==> config.mk <==
export PLATFORM = sky130hd
export DESIGN_NAME = ascii_hex_frame_decoder
export DESIGN_NICKNAME = d
export VERILOG_FILES = /design/src/sv/afd_pkg.sv /design/src/sv/ascii_hex_frame_decoder.sv /design/src/sv/afd_in_stage.sv /design/src/sv/afd_core.sv
export SDC_FILE = /design/constraint.sdc
export NUM_CORES = 1
export LEC_CHECK = 0
export ABC_AREA = 1
export BUFFER_PORTS_ARGS = -buffer_cell sky130_fd_sc_hd__buf_2
export CORE_MARGIN = 8
export CORE_UTILIZATION = 35
export DETAILED_ROUTE_END_ITERATION = 8
export GPL_TIMING_DRIVEN = 0
export PLACE_DENSITY = 0.66
export RECOVER_POWER = 25
export REMOVE_ABC_BUFFERS = 1
export SLEW_MARGIN = 40
export SYNTH_ARGS = -nofsm -noshare
export SYNTH_HDL_FRONTEND = slang
export SYNTH_HIERARCHICAL = 1
export SYNTH_SLANG_ARGS = --single-unit
==> constraint.sdc <==
create_clock -name clock -period 3.8 [get_ports clock]
set_input_delay 0 -clock clock [delete_from_list [all_inputs] [get_ports clock]]
set_output_delay 0 -clock clock [all_outputs]
set_load 0.01 [all_outputs]
==> src/sv/afd_pkg.sv <==
// shared types and constants of the ascii hex frame decoder
package afd_pkg;

   // frame characters
   localparam logic [7:0] CH_COLON = 8'h3A;
   localparam logic [7:0] CH_CR    = 8'h0D;
   localparam logic [7:0] CH_LF    = 8'h0A;
   localparam logic [7:0] CH_ZERO  = 8'h30;
   localparam logic [7:0] CH_NINE  = 8'h39;
   localparam logic [7:0] CH_UA    = 8'h41;
   localparam logic [7:0] CH_UF    = 8'h46;
   localparam logic [7:0] CH_LA    = 8'h61;
   localparam logic [7:0] CH_LFH   = 8'h66;

   localparam logic [7:0] MAX_CHARS_RESET = 8'hFF;
   localparam logic [7:0] COUNT_MAX       = 8'hFF;

   // frame phase
   typedef enum logic [1:0] {
      PH_IDLE = 2'd0,
      PH_HIGH = 2'd1,
      PH_LOW  = 2'd2,
      PH_LF   = 2'd3
   } phase_type;

   // result kind codes
   typedef enum logic [1:0] {
      KIND_DATA = 2'd0,
      KIND_DONE = 2'd1,
      KIND_ERR  = 2'd2
   } kind_type;

   // one decoded result from the core
   typedef struct packed {
      logic       valid;
      kind_type   kind;
      logic [7:0] data_byte;
      logic [7:0] byte_count;
   } result_type;

endpackage

==> src/sv/ascii_hex_frame_decoder.sv <==
// ascii hex frame decoder: a character is accepted into the input register, then decoded into the result register
// throughput: one character per cycle while no held result is stalled, set by the single decode stage
// characters that end no byte or frame and raise no error give no result transaction
// synchronous active-high reset returns to idle, clears both valid flags
// and sets max_chars to 255
module ascii_hex_frame_decoder import afd_pkg::*; (
   input  logic       clock,
   input  logic       reset,
   input  logic       req_valid,
   output logic       req_stall,
   input  logic [7:0] req_char_in,
   output logic       rsp_valid,
   input  logic       rsp_stall,
   output logic [1:0] rsp_kind,
   output logic [7:0] rsp_data_byte,
   output logic [7:0] rsp_byte_count,
   input  logic       csr_valid,
   output logic       csr_ready,
   input  logic [7:0] csr_data
);

   logic       stage_valid;
   logic [7:0] stage_char;
   logic       out_free;
   logic       fire;
   result_type result;

   logic [7:0] max_chars_ff, max_chars_in;
   logic       rsp_valid_ff, rsp_valid_in;
   logic [1:0] rsp_kind_ff, rsp_kind_in;
   logic [7:0] rsp_data_ff, rsp_data_in;
   logic [7:0] rsp_count_ff, rsp_count_in;

   // output register is free when empty or taken this cycle
   assign out_free = ~rsp_valid_ff | ~rsp_stall;
   assign fire     = stage_valid & out_free;

   afd_in_stage u_in_stage (
      .clock       (clock),
      .reset       (reset),
      .req_valid   (req_valid),
      .req_char_in (req_char_in),
      .advance     (out_free),
      .req_stall   (req_stall),
      .stage_valid (stage_valid),
      .stage_char  (stage_char)
   );

   afd_core u_core (
      .clock     (clock),
      .reset     (reset),
      .fire      (fire),
      .char_in   (stage_char),
      .max_chars (max_chars_ff),
      .result    (result)
   );

   // configuration register, always ready
   assign csr_ready = 1'b1;
   assign max_chars_in = (csr_valid && csr_ready) ? csr_data : max_chars_ff;

   // result register
   always_comb begin
      rsp_valid_in = rsp_valid_ff;
      rsp_kind_in  = rsp_kind_ff;
      rsp_data_in  = rsp_data_ff;
      rsp_count_in = rsp_count_ff;
      if (out_free) begin
         rsp_valid_in = fire & result.valid;
         rsp_kind_in  = result.kind;
         rsp_data_in  = result.data_byte;
         rsp_count_in = result.byte_count;
      end
   end

   always_ff @(posedge clock) begin
      if (reset) begin
         rsp_valid_ff <= 1'b0;
         max_chars_ff <= MAX_CHARS_RESET;
      end else begin
         rsp_valid_ff <= rsp_valid_in;
         max_chars_ff <= max_chars_in;
      end
      rsp_kind_ff  <= rsp_kind_in;
      rsp_data_ff  <= rsp_data_in;
      rsp_count_ff <= rsp_count_in;
   end

   assign rsp_valid      = rsp_valid_ff;
   assign rsp_kind       = rsp_kind_ff;
   assign rsp_data_byte  = rsp_data_ff;
   assign rsp_byte_count = rsp_count_ff;

endmodule

==> src/sv/afd_in_stage.sv <==
// input register stage holding one accepted character
module afd_in_stage import afd_pkg::*; (
   input  logic       clock,
   input  logic       reset,
   input  logic       req_valid,
   input  logic [7:0] req_char_in,
   input  logic       advance,
   output logic       req_stall,
   output logic       stage_valid,
   output logic [7:0] stage_char
);

   logic       valid_ff, valid_in;
   logic [7:0] char_ff, char_in;

   // hold while the decode stage cannot take the held character
   assign req_stall = valid_ff & ~advance;

   // next values of the input register
   always_comb begin
      valid_in = valid_ff;
      char_in  = char_ff;
      if (!req_stall) begin
         valid_in = req_valid;
         if (req_valid) begin
            char_in = req_char_in;
         end
      end
   end

   always_ff @(posedge clock) begin
      if (reset) begin
         valid_ff <= 1'b0;
      end else begin
         valid_ff <= valid_in;
      end
      char_ff <= char_in;
   end

   assign stage_valid = valid_ff;
   assign stage_char  = char_ff;

endmodule

==> src/sv/afd_core.sv <==
// frame state machine and character decode
module afd_core import afd_pkg::*; (
   input  logic       clock,
   input  logic       reset,
   input  logic       fire,
   input  logic [7:0] char_in,
   input  logic [7:0] max_chars,
   output result_type result
);

   phase_type  phase_ff, phase_in;
   logic [3:0] high_nibble_ff, high_nibble_in;
   logic [7:0] bytes_seen_ff, bytes_seen_in;
   logic [3:0] nibble;
   logic       over_limit;

   // hex digit value, zero for anything else
   function automatic logic [3:0] hex_value(input logic [7:0] c);
      logic [7:0] v;
      v = 8'd0;
      if (c >= CH_ZERO && c <= CH_NINE) begin
         v = c - CH_ZERO;
      end else if (c >= CH_UA && c <= CH_UF) begin
         v = c - CH_UA + 8'd10;
      end else if (c >= CH_LA && c <= CH_LFH) begin
         v = c - CH_LA + 8'd10;
      end
      return v[3:0];
   endfunction

   assign nibble = hex_value(char_in);

   // length limit, compared at nine bits so it cannot wrap
   assign over_limit = (bytes_seen_ff != 8'd0) &&
                       ({bytes_seen_ff, 1'b0} >= {1'b0, max_chars});

   // next state
   always_comb begin
      phase_in       = phase_ff;
      high_nibble_in = high_nibble_ff;
      bytes_seen_in  = bytes_seen_ff;
      if (fire) begin
         unique case (phase_ff)
            PH_IDLE: begin
               if (char_in == CH_COLON) begin
                  phase_in       = PH_HIGH;
                  bytes_seen_in  = 8'd0;
                  high_nibble_in = 4'd0;
               end
            end
            PH_HIGH: begin
               if (char_in == CH_CR) begin
                  phase_in = over_limit ? PH_IDLE : PH_LF;
               end else begin
                  high_nibble_in = nibble;
                  phase_in       = PH_LOW;
               end
            end
            PH_LOW: begin
               if (char_in == CH_CR || char_in == CH_LF) begin
                  phase_in = PH_IDLE;
               end else begin
                  phase_in = PH_HIGH;
                  if (bytes_seen_ff != COUNT_MAX) begin
                     bytes_seen_in = bytes_seen_ff + 8'd1;
                  end
               end
            end
            PH_LF: begin
               phase_in = PH_IDLE;
            end
            default: begin
               phase_in = PH_IDLE;
            end
         endcase
      end
   end

   // result of the character in the stage
   always_comb begin
      result = '{valid: 1'b0, kind: KIND_DATA, data_byte: 8'd0, byte_count: 8'd0};
      if (fire) begin
         unique case (phase_ff)
            PH_IDLE: begin
               if (char_in != CH_COLON) begin
                  result.valid = 1'b1;
                  result.kind  = KIND_ERR;
               end
            end
            PH_HIGH: begin
               if (char_in == CH_CR && over_limit) begin
                  result.valid = 1'b1;
                  result.kind  = KIND_ERR;
               end
            end
            PH_LOW: begin
               result.valid = 1'b1;
               if (char_in == CH_CR || char_in == CH_LF) begin
                  result.kind = KIND_ERR;
               end else begin
                  result.kind      = KIND_DATA;
                  result.data_byte = {high_nibble_ff, nibble};
               end
            end
            PH_LF: begin
               result.valid = 1'b1;
               if (char_in == CH_LF) begin
                  result.kind       = KIND_DONE;
                  result.byte_count = bytes_seen_ff;
               end else begin
                  result.kind = KIND_ERR;
               end
            end
            default: begin
               result.valid = 1'b0;
            end
         endcase
      end
   end

   always_ff @(posedge clock) begin
      if (reset) begin
         phase_ff       <= PH_IDLE;
         high_nibble_ff <= 4'd0;
         bytes_seen_ff  <= 8'd0;
      end else begin
         phase_ff       <= phase_in;
         high_nibble_ff <= high_nibble_in;
         bytes_seen_ff  <= bytes_seen_in;
      end
   end

endmodule

### After elaboration in Yosys (flattened, before gate mapping)

Index checks and enable logic that the tools add are counted.

| storage, ports and cells | value |
|---|---|
| logic and storage cells | 86 |
| register bits | 50 |
| output and inout bits | 21 |
| bits of input ports | 21 |

| operators by class | value |
|---|---|
| reduce and logical (&&, ||, !) cells | 16 |
| bitwise logic cells | 10 |
| $lt $le $gt $ge | 7 |
| equality and inequality tests | 12 |
| mux-type cells | 25 |
| add/sub/neg operators | 6 |

Operators with widths:

| kind | count |
|---|---|
| $mux 8 | 7 |
| $mux 4 | 5 |
| $mux 19 | 1 |
| $eq 8x4->1 const B | 2 |
| $ge 8x7->1 const B | 2 |
| $le 8x7->1 const B | 2 |
| $pmux 8 s2 | 1 |
| $pmux 3 s4 | 1 |
| $sub 4x1->4 const B | 3 |
| $mux 2 | 5 |
| $ge 9x8->1 | 1 |
| $add 4x4->4 const B | 2 |
| $add 8x1->8 const B | 1 |
| $eq 8x6->1 const B | 1 |
| $ge 8x6->1 const B | 1 |
| $le 8x6->1 const B | 1 |
| $ne 8x6->1 const B | 1 |
| $ne 8x8->1 const B | 1 |
| $pmux 2 s4 | 1 |
| $pmux 4 s2 | 1 |
| $reduce_bool 8->1 | 1 |
| $mux 3 | 2 |
| $not 1->1 | 6 |
| $logic_and 1x1->1 | 5 |
| other kinds (15) | 22 |

### Longest topological paths before layout

Gate-level depths: netlist (run 1).

| depth | value |
|---|---|
| depth in word-level cells | 9 |
| gate-level depth with buffers | 12 |
| depth with buffers taken out | 12 |

### Cells and area by module

Netlist (run 1), hierarchy kept.

By module, submodules not included:

| module | instances | area each (um^2) | cells each |
|---|---|---|---|
| afd_core | 1 | 1,463.9 | 240 |
| ascii_hex_frame_decoder | 1 | 869.6 | 60 |
| afd_in_stage | 1 | 286.5 | 15 |

### Worst setup path after synthesis (run 1)

OpenSTA, ideal clock, no wires.

| path | value |
|---|---|
| kind | flip-flop to flip-flop |
| from | register rsp_valid_ff, in the netlist rsp_valid |
| to | register u_in_stage.char_ff[0], in the netlist u_in_stage/stage_char[0], enable pin |
| cell stages (with the launch flop) | 6 |
| arrival | 1,402 ps |
| clock period less this slack | 1,772 ps |
| buffers on the path | 0 |
| setup slack | 2,028 ps |
| cell sequence | dfxtp_1 nand2_1 inv_1 nand2_2 inv_2 nor2_1 |

| between the ends | value |
|---|---|
| cells in the longest elaborated chain, start to end | 6 |

RTL lines:

| what | RTL line | RTL |
|---|---|---|
| start, declared | ascii_hex_frame_decoder.sv:29 | `logic rsp_valid_ff, rsp_valid_in;` |
| start signal, assigned | ascii_hex_frame_decoder.sv:81 | `rsp_valid_ff <= rsp_valid_in;` |
| $not 1->1 | ascii_hex_frame_decoder.sv:35 | `assign out_free = ~rsp_valid_ff \| ~rsp_stall;` |
| $or 1x1->1 | ascii_hex_frame_decoder.sv:35 |  |
| via out_free | ascii_hex_frame_decoder.sv:24 | `logic out_free;` |
| $not 1->1 | afd_in_stage.sv:17 | `assign req_stall = valid_ff & ~advance;` |
| $and 1x1->1 | afd_in_stage.sv:17 |  |
| via req_stall | ascii_hex_frame_decoder.sv:10 | `output logic req_stall,` |
| $not 1->1 (no line) | - |  |
| $reduce_and 2->1 (no line) | - |  |
| end signal, assigned | afd_in_stage.sv:37 | `char_ff <= char_in;` |
| end, declared | afd_in_stage.sv:14 | `logic [7:0] char_ff, char_in;` |

The timed path passes the listed nets, and every way through them passes these cells.
A chain may end at the register's enable or synchronous reset.

### Worst setup path after layout (run 1)

| path | value |
|---|---|
| from | register u_in_stage.char_ff[0], in the netlist u_in_stage/stage_char[0] |
| to | register rsp_data_ff[0], in the netlist rsp_data_byte[0], data pin |

| between the ends | value |
|---|---|
| cells in the longest elaborated chain, start to end | 5 |
| elaborated cells between the ends (all ways) | 21 |

RTL lines:

| what | RTL line | RTL |
|---|---|---|
| $sub 4x1->4 (tied with other cells) | afd_core.sv:24, afd_core.sv:26 |  |
| $add 4x4->4 or $logic_and 1x1->1 (tied branches) | afd_core.sv:24, afd_core.sv:26, afd_core.sv:25 |  |
| $mux 4 | afd_core.sv:25 | `end else if (c >= CH_LA && c <= CH_LFH) begin` |
| $mux 4 | afd_core.sv:23 | `end else if (c >= CH_UA && c <= CH_UF) begin` |
| $mux 4 | afd_core.sv:21 | `if (c >= CH_ZERO && c <= CH_NINE) begin` |
| end signal, assigned | ascii_hex_frame_decoder.sv:85 | `rsp_data_ff <= rsp_data_in;` |
| end, declared | ascii_hex_frame_decoder.sv:31 | `logic [7:0] rsp_data_ff, rsp_data_in;` |

Parallel ways exist; a longest one is shown, timed or not.

==> impl_metrics.json, run 1 <==
{
  "status": "completed",
  "nNetsFinal": 410,
  "wl_um": 5190,
  "drc": 0,
  "rsz0062_at_grt": "false",
  "hold_viol": 0,
  "htree_levels": 2,
  "cp.required_ns": 3.84,
  "first_iter_violations": 97,
  "setup_viol": 0,
  "end_kind": "flop",
  "clockRootBuffer": "clkbuf_8",
  "finalNonFillerCells": 475,
  "post_cts_buffers": 0,
  "max_cap_violations": 0,
  "ys_ff_latch": 50,
  "worstSetupStartpointType": "flop",
  "route.antenna.remaining_nets": 0,
  "worst_path_most_repeated_cell": "or2_1",
  "die_w_um": 103,
  "dp_hpwl_um": 3880,
  "slowest_stage": "edfxtp_1",
  "track_usage_pct": 10.2,
  "syn_area_um2": 2620,
  "crit_family": "simple AND/OR/NAND/NOR gates",
  "grt_overflow": 0,
  "synthArstFlopShare_pct": 0,
  "dp_slack_ns": 1.67,
  "grt_max_degree": 22,
  "pin_count": 42,
  "synth_edf_count": 26,
  "power_uw": 955,
  "start_util_pct": 36.1,
  "port_buffers": 40,
  "coreArea_um2": 7250,
  "vias_per_cell": 4.41,
  "leakagePower_nw": 1.42,
  "ctsResizeCount": 0,
  "worstSkewPairLatency_ns": 0.30,
  "finalSetupTns_ns": 0,
  "critPathKind": "reg -> reg",
  "synth_area_per_cell_um2": 8.32,
  "yosysSeqAreaShare_pct": 48.1,
  "gp_congestion": 0.833,
  "fillerInstances": 719,
  "critical_path_buf_inv_count": 1,
  "cts_tree": "yes",
  "diodes": 0,
  "setup_slack_ns": 1.73,
  "period_minus_slack_ns": 2.07,
  "yosys_warnings": 6,
  "cts_sinks": 50,
  "dp_cells": 450,
  "synthFlopType": "edfxtp_1",
  "dieArea_um2": 10500,
  "yosysUniqueCellTypes": 30,
  "cp_max_fo": 8,
  "cp_slowest_stage_delay_ns": 0.46,
  "hp-class": "in -> reg",
  "seqCellArea_um2": 1260,
  "clk_pin_slew_worst_paths_ns": 0.09,
  "slew_viol_final": 0,
  "dr.pass1.iters": 4,
  "placed_cell_area_um2": 2910,
  "ir_drop_mv": 0.122,
  "area_growth_pct": 20.4,
  "grt_pass1_wl_um": 8690,
  "grt_antenna_before_repair": 0,
  "crit_path_cell_trace": "inv_1 -> ha_1 -> nand3_2 -> a21oi_1 -> or2_1 -> or2_1 -> nor2_2",
  "synthCells": 315,
  "r2r_slack_ns": 1.73,
  "clock_skew_ns": 0.00856,
  "tightestPinTransition_ns": 0.608,
  "max_freq_mhz": 484,
  "die_y_um": 103,
  "num_vias": 2096,
  "multiInputGateArea_um2": 1150,
  "fp-row-count": 31,
  "power.density_nw_per_um2": 303,
  "max-clock-path-buffers": 2,
  "fin_area_um2": 3150,
  "grt_pass1_vias": 1945,
  "cts_buffers": 5,
  "maxSlewHeadroom_pct": 59.3,
  "wl_per_cell_um": 10.9,
  "drive_gt1_share_pct": 17.3,
  "period_share_pct": 54.4,
  "crit_arrival_ns": 2.11,
  "cts_hold_buf": 17
}
cell type report:
class | count | area share (%)
Clock buffer | 6 | 2.30
Clock inverter | 2 | 0.278
Inverter | 47 | 5.59
Multi-Input combinational cell | 214 | 36.5
Sequential cell | 50 | 40.0
Tap cell | 99 | 3.93
Timing Repair Buffer | 57 | 11.4
tightest hold or removal path: stages:
cell,delay [ns]
buf_2,0.18
nand2_1,0.07
nand3_1,0.06
cells in the mapped netlist (2+ instances only):
cell type / number / share of area [%]
or2_1: 3 / 0.72
inv_1: 39 / 5.6
nand3_1: 32 / 6.1
buf_6: 2 / 0.86
nor2_2: 10 / 2.4
dfxtp_1: 24 / 18
nand3b_1: 3 / 0.86
edfxtp_1: 26 / 30
nor3_1: 4 / 0.76
a21oi_1: 19 / 3.6
o21ai_1: 2 / 0.38
xor2_1: 4 / 1.3
nand2_2: 3 / 0.72
ha_1: 14 / 6.7
nor2_1: 30 / 4.3
inv_2: 8 / 1.1
nand2_1: 73 / 10
nand4_1: 7 / 1.7
placed cells by master, fill, tap and decap left out, drive strengths merged, types with 7 or more instances in the layout:
master	synthesis	final
ha	14	14
clkbuf	1	14
dlygate4sd3	0	17
dfxtp	24	24
nand2	76	76
nand3	34	34
edfxtp	26	26
nand4	7	7
buf	3	32
inv	47	47
a21oi	19	19
nor2	42	42
worst paths after layout:
| kind | from | endpoint | cells past startpoint |
|---|---|---|---|
| hold / removal | csr_valid | max_chars_ff[0] | 3 |
| setup / recovery | u_in_stage/stage_char[0] | rsp_data_byte[0] | 7 |
| setup reg to reg | u_in_stage/stage_char[0] | rsp_data_byte[0] | 7 |
| hold reg to reg | max_chars_ff[4] | max_chars_ff[4] | 2 |
power by group:
group          switching (mW)  internal, mW  leakage, nW  total [mW]
clock network           0.163         0.127       0.0426       0.290
logic                  0.0409        0.0351        0.888      0.0760
registers             0.00870         0.580        0.494       0.588
stage by stage:
step / hold slack, ns / util [%]
6_report: 0.0377 / 43.5
4_1_cts: 0.0269 / 43.6
3_3_place_gp: 0.178 / 40.1
5_1_grt: 0.0499 / 43.5
3_5_place_dp: 0.179 / 40.1
2_1_floorplan: 0.0691 / -
logic make-up after synthesis:
group	after synthesis	share of synthesized area, %
buffers and inverters	51	8.02
AOI/OAI and AO/OA	23	4.49
and+or+nand+nor	172	31.2
xor gates and xnor gates	4	1.34
other	1	0.143
adders and majority gates	14	6.69
DFF	50	48.1
sequential cells by signal, indices dropped and copies added, names as in the netlist:
name                    count
rsp_valid                   1
rsp_data_byte               8
u_core/high_nibble_ff       4
u_in_stage/stage_valid      1
rsp_kind                    2
rsp_byte_count              8
u_core/bytes_seen_ff        8
max_chars_ff                8
u_in_stage/stage_char       8
u_core/phase_ff             2
metal layers:
metal	track usage, %	vias up	share of wire, %
met3	2.03	5	6.0
met1	12.9	908	47
met5	0	-	0
met2	16.8	52	45
met4	3.72	0	1.4
li1	-	1131	-
No activity file was read; power rests on OpenSTA's default activity.
==> inputs of run 2 (changes only) <==
- PLACE_DENSITY: 0.66 -> 0.68
- clock period: 3.8 -> 1.7 ns (I/O delays scaled with it)
==> run 2 against run 1 <==
- the run now ends with setup timing left
- via count grew 5.8%
- final cell count grew 2.5%
- clock power grew to 2.8 times the previous value
- setup slack lost 1.7 ns
- die area is the same
- critical path depth grew 1
- combinational power grew to 2.7 times the previous value
- sequential power grew 120%
- count of clock-buffer cells in the layout shrank 1
- design area grew 7.9%
- highest routed layer unchanged
==> impl_metrics.json, run 2 (synthesized netlist as in run 1, its figures left out) <==
{
  "status": "complete, but fails checks",
  "violations": "setup timing",
  "wl_um": 5590,
  "clk_pin_slew_worst_paths_ns": 0.09,
  "max_freq_mhz": 583,
  "crit_path_cell_trace": "inv_2 -> buf_4 -> ha_1 -> nand3b_1 -> nand2_4 -> or2_1 -> nand2_2 -> nor2_4",
  "drc": 0,
  "area_growth_pct": 29.9,
  "grt_pass1_vias": 2033,
  "num_vias": 2217,
  "clockRootBuffer": "clkbuf_8",
  "final_cell_mix": "68 x nand2_1, 37 x inv_1, 36 x buf_2",
  "dieArea_um2": 10500,
  "cp.required_ns": 1.76,
  "hp-class": "in -> reg",
  "cts_sinks": 50,
  "start_util_pct": 36.1,
  "dp_hpwl_um": 3890,
  "worstHoldStart": "csr_valid",
  "nNetsFinal": 422,
  "grt_antenna_before_repair": 0,
  "route.antenna.remaining_nets": 0,
  "htree_levels": 2,
  "grt_overflow": 0,
  "maxSlewHeadroom_pct": 59.0,
  "track_usage_pct": 10.0,
  "drive_gt1_share_pct": 27.3,
  "clock_skew_ns": 0.00674,
  "cp_max_fo": 7,
  "cts_tree": "yes",
  "setup_slack_ns": -0.0160,
  "tightestPinTransition_ns": 0.613,
  "r2r_end": "rsp_data_byte[3]",
  "wl_per_cell_um": 11.5,
  "critPathKind": "reg -> reg",
  "worstSkewPairLatency_ns": 0.29,
  "final_core_util_pct": 46.9,
  "grt_max_degree": 22,
  "final_common_cell": "nand2_1",
  "worstSetupStartpointType": "flop",
  "grt_pass1_wl_um": 8600,
  "whs_ns": 0.0387,
  "diodes": 0,
  "worstHoldEndpoint": "max_chars_ff[0]",
  "crit_arrival_ns": 1.77,
  "end_kind": "flop",
  "r2r_slack_ns": -0.02,
  "period_minus_slack_ns": 1.72,
  "gp_congestion": 0.851,
  "slew_viol_final": 0,
  "dr.pass1.iters": 4,
  "port_buffers": 40,
  "reg2regPathDepth": 8,
  "slowest_stage": "edfxtp_1",
  "max_cap_violations": 0,
  "fp-row-count": 31,
  "coreArea_um2": 7250,
  "cp_slowest_stage_delay_ns": 0.43,
  "die_y_um": 103,
  "hold_viol": 0,
  "leakagePower_nw": 1.54,
  "setup_viol": 1,
  "ir_drop_mv": 0.295,
  "period_share_pct": 101,
  "rsz0062_at_grt": "true",
  "max-clock-path-buffers": 2,
  "pin_count": 42,
  "hold_path_depth": 3,
  "vias_per_cell": 4.55,
  "power.density_nw_per_um2": 680,
  "fillerInstances": 701,
  "cts_buffers": 5,
  "r2r_start": "u_in_stage/stage_char[0]",
  "first_iter_violations": 116,
  "die_w_um": 103
}
[run 2: changes by cell type in the layout (fill, tap and decap cells not counted), sizes merged]
| cell | delta |
|---|---|
| buf | +14 |
| clkbuf | -5 |
| bufinv | +1 |
| nand2 | +1 |
| nand3 | +1 |
[run 2: critical path: cells and delay by family, from the launching register on]
kind / cells / cell delay, ns
simple gates: 5 / 0.68
flops: 1 / 0.43
buf+inv: 2 / 0.22
fa+ha+maj: 1 / 0.15
[run 2: how the worst max path moves through the flow]
stage                        to  depth (start not counted)                      from
3_3_place_gp   rsp_data_byte[3]                          5                 rsp_valid
3_5_place_dp   rsp_data_byte[6]                          5                 rsp_valid
6_report       rsp_data_byte[3]                          8  u_in_stage/stage_char[0]
5_1_grt        rsp_data_byte[3]                          8  u_in_stage/stage_char[0]
2_1_floorplan  rsp_data_byte[0]                          5                 rsp_valid
4_1_cts        rsp_data_byte[6]                          7  u_in_stage/stage_char[0]
[run 2: area by class of cell]
cell class              instances  area (um2)  area share, %
multi-input cells             216        1280           37.6
flip-flops and latches         50        1270           37.3
clock inverters                 3        40.0           1.18
clock buffers                   5        68.8           2.02
well taps                      99         124           3.64
inverters                      47         179           5.26
repair buffers                 67         444           13.0
[run 2: through the flow]
step	cell area, um2	setup TNS (ns)	total power, mW	std cells	setup slack, ns
6_report	3400	-0.0160	2.32	487	-0.0160
5_1_grt	3400	-0.702	2.42	487	-0.0983
4_1_cts	3220	0	2.33	477	0.00137
3_5_place_dp	2910	-11.72	1.48	450	-0.404
3_3_place_gp	2910	-10.83	1.48	450	-0.376
2_1_floorplan	2590	-2.47	1.42	311	-0.163
[run 2: repair_timing]
item | CTS | global route
setup buffers | 2 | 8
hold buffers | 17 | 0
endpoints found under the hold margin | 17 | 0
resized for setup | 8 | 27
pin swaps | 0 | 16
setup endpoints to repair | 40 | 40
gates cloned | 0 | 2
[run 2: power by group]
part	total [mW]	switching [mW]	internal (mW)
combinational	0.202	0.107	0.0948
sequential	1.32	0.0205	1.29
clock	0.798	0.365	0.433
total	2.32	0.493	1.82
[run 2: per-layer routing]
layer	global-route usage, %	vias to the layer above	routed length (um)
li1	-	1169	-
met1	11.8	974	2430
met2	16.8	70	2670
met3	2.43	4	422
met4	4.63	0	69
met5	0	-	0
==> inputs of run 3 (changes only) <==
- PLACE_DENSITY: 0.68 -> 0.54
- clock period: 1.7 -> 1.6 ns (I/O delays scaled with it)
==> run 3 against run 2 <==
- the run still ends with setup timing left
- clock skew about the same
- count of clock-buffer cells in the layout is 1 higher
- critical path type unchanged
- setup slack worse by 0.051 ns
- non-clock buffer count increased by 4
- core utilization grew 0.88 points
- first-iteration DRC count fell by 26%
- sequential power grew 6%
==> impl_metrics.json, run 3 (synthesized netlist as in run 1, its figures left out) <==
{
  "status": "complete, but fails checks",
  "violations": "setup timing",
  "htree_levels": 2,
  "worstSkewPairLatency_ns": 0.29,
  "diodes": 0,
  "max-clock-path-buffers": 2,
  "hold_viol": 0,
  "leakagePower_nw": 1.58,
  "worstSetupStartpointType": "flop",
  "ir_drop_mv": 0.325,
  "cp.required_ns": 1.76,
  "finalNonFillerCells": 489,
  "setup_viol": 23,
  "multiInputGateArea_um2": 1310,
  "seqCellArea_um2": 1270,
  "max_cap_violations": 0,
  "critPathKind": "reg -> reg",
  "hp-class": "in -> reg",
  "start_util_pct": 36.1,
  "slowest_stage": "edfxtp_1",
  "dp_hpwl_um": 3890,
  "vias_per_cell": 4.42,
  "die_y_um": 103,
  "power.density_nw_per_um2": 720,
  "clockRootBuffer": "clkbuf_8",
  "route.antenna.remaining_nets": 0,
  "wl_per_cell_um": 11.2,
  "dp_cells": 450,
  "first_iter_violations": 86,
  "max_freq_mhz": 600,
  "hold_path_depth": 3,
  "fp-row-count": 31,
  "grt_max_degree": 18,
  "rsz0062_at_grt": "true",
  "period_minus_slack_ns": 1.67,
  "grt_overflow": 0,
  "gp_congestion": 0.859,
  "cts_sinks": 50,
  "crit_arrival_ns": 1.82,
  "end_kind": "flop",
  "grt_antenna_before_repair": 0,
  "area_growth_pct": 32.4,
  "final_cell_mix": "68 x nand2_1, 40 x buf_2, 36 x inv_1",
  "dr.pass1.iters": 4,
  "coreArea_um2": 7250,
  "crit_path_cell_trace": "ha_2 -> nand3_4 -> a21oi_2 -> or2_1 -> or2_4 -> nor2_2",
  "nNetsFinal": 425,
  "grt_pass1_vias": 2109,
  "whs_ns": 0.0384,
  "cts_tree": "yes",
  "reg2regPathDepth": 6,
  "cp_slowest_stage_delay_ns": 0.45,
  "period_share_pct": 104,
  "pin_count": 42,
  "clk_pin_slew_worst_paths_ns": 0.08,
  "die_w_um": 103,
  "wl_um": 5480,
  "cp_max_fo": 8,
  "setup_slack_ns": -0.0672,
  "drc": 0,
  "clock_skew_ns": 0.00641,
  "fillerInstances": 722,
  "port_buffers": 40,
  "grt_pass1_wl_um": 9360,
  "slew_viol_final": 0,
  "dieArea_um2": 10500,
  "cts_buffers": 5,
  "final_common_cell": "nand2_1",
  "num_vias": 2163,
  "track_usage_pct": 11.0,
  "drive_gt1_share_pct": 31.8
}
## run 3: cell count changes in the layout (fill, tap and decap cells not counted), sizes merged
| cell | before | now |
|---|---|---|
| buf | 46 | 54 |
| clkinv | 2 | 0 |
| nand3 | 35 | 34 |
| clkbuf | 9 | 6 |
## run 3: path summary, 6_finish.rpt
path                             from          endpoint  slack (ns)
max          u_in_stage/stage_char[1]  rsp_data_byte[3]       -0.07
min                         csr_valid   max_chars_ff[3]        0.04
max reg2reg  u_in_stage/stage_char[1]  rsp_data_byte[3]       -0.07
min reg2reg           max_chars_ff[3]   max_chars_ff[3]        0.46
## run 3: timing repair
item / in CTS / in global routing
setup endpoints to repair: 42 / 40
pin swaps: 12 / 10
hold buffers: 17 / 0
endpoints found under the hold margin: 17 / 0
resized for setup: 17 / 31
setup buffers: 7 / 7
gates cloned: 1 / 0
## run 3: routing by layer
metal	vias to the layer above	GRT usage [%]	wire length, um
li1	1163	-	-
met1	954	13.7	2600
met2	42	17.9	2520
met3	4	2.16	304
met4	0	4.74	62
met5	-	0	0
## run 3: through the flow
stage / cell area (um2) / worst slack (ns) / setup TNS (ns) / power [mW] / util [%]
floorplan: 2590 / -0.263 / -6.10 / 1.51 / -
global placement: 2910 / -0.521 / -16.59 / 1.57 / 40.1
detailed placement: 2910 / -0.553 / -17.64 / 1.58 / 40.1
CTS: 3310 / -0.0479 / -0.423 / 2.51 / 45.6
global route: 3470 / -0.167 / -3.62 / 2.61 / 47.8
finish: 3470 / -0.0672 / -0.927 / 2.50 / 47.8
## run 3: layout make-up
class,instances,share of cell area (%)
timing repair buffer,71,13.9
inverter,47,5.09
tap,99,3.57
sequential,50,36.5
clock inverter,1,0.866
multi-input combinational,215,37.7
clock buffer,6,2.38
## run 3: where the power goes
group	internal [mW]	total, mW	switching [mW]
Clock	0.500	0.878	0.378
Combinational	0.106	0.221	0.115
Sequential	1.38	1.40	0.0214
Total	1.98	2.50	0.514
## run 3: worst max-delay path: cells and delay by family (launching register included)
kind / cells / cell delay, ns
compound gates: 1 / 0.07
fa+ha+maj: 1 / 0.24
flops: 1 / 0.45
simple gates: 4 / 0.77
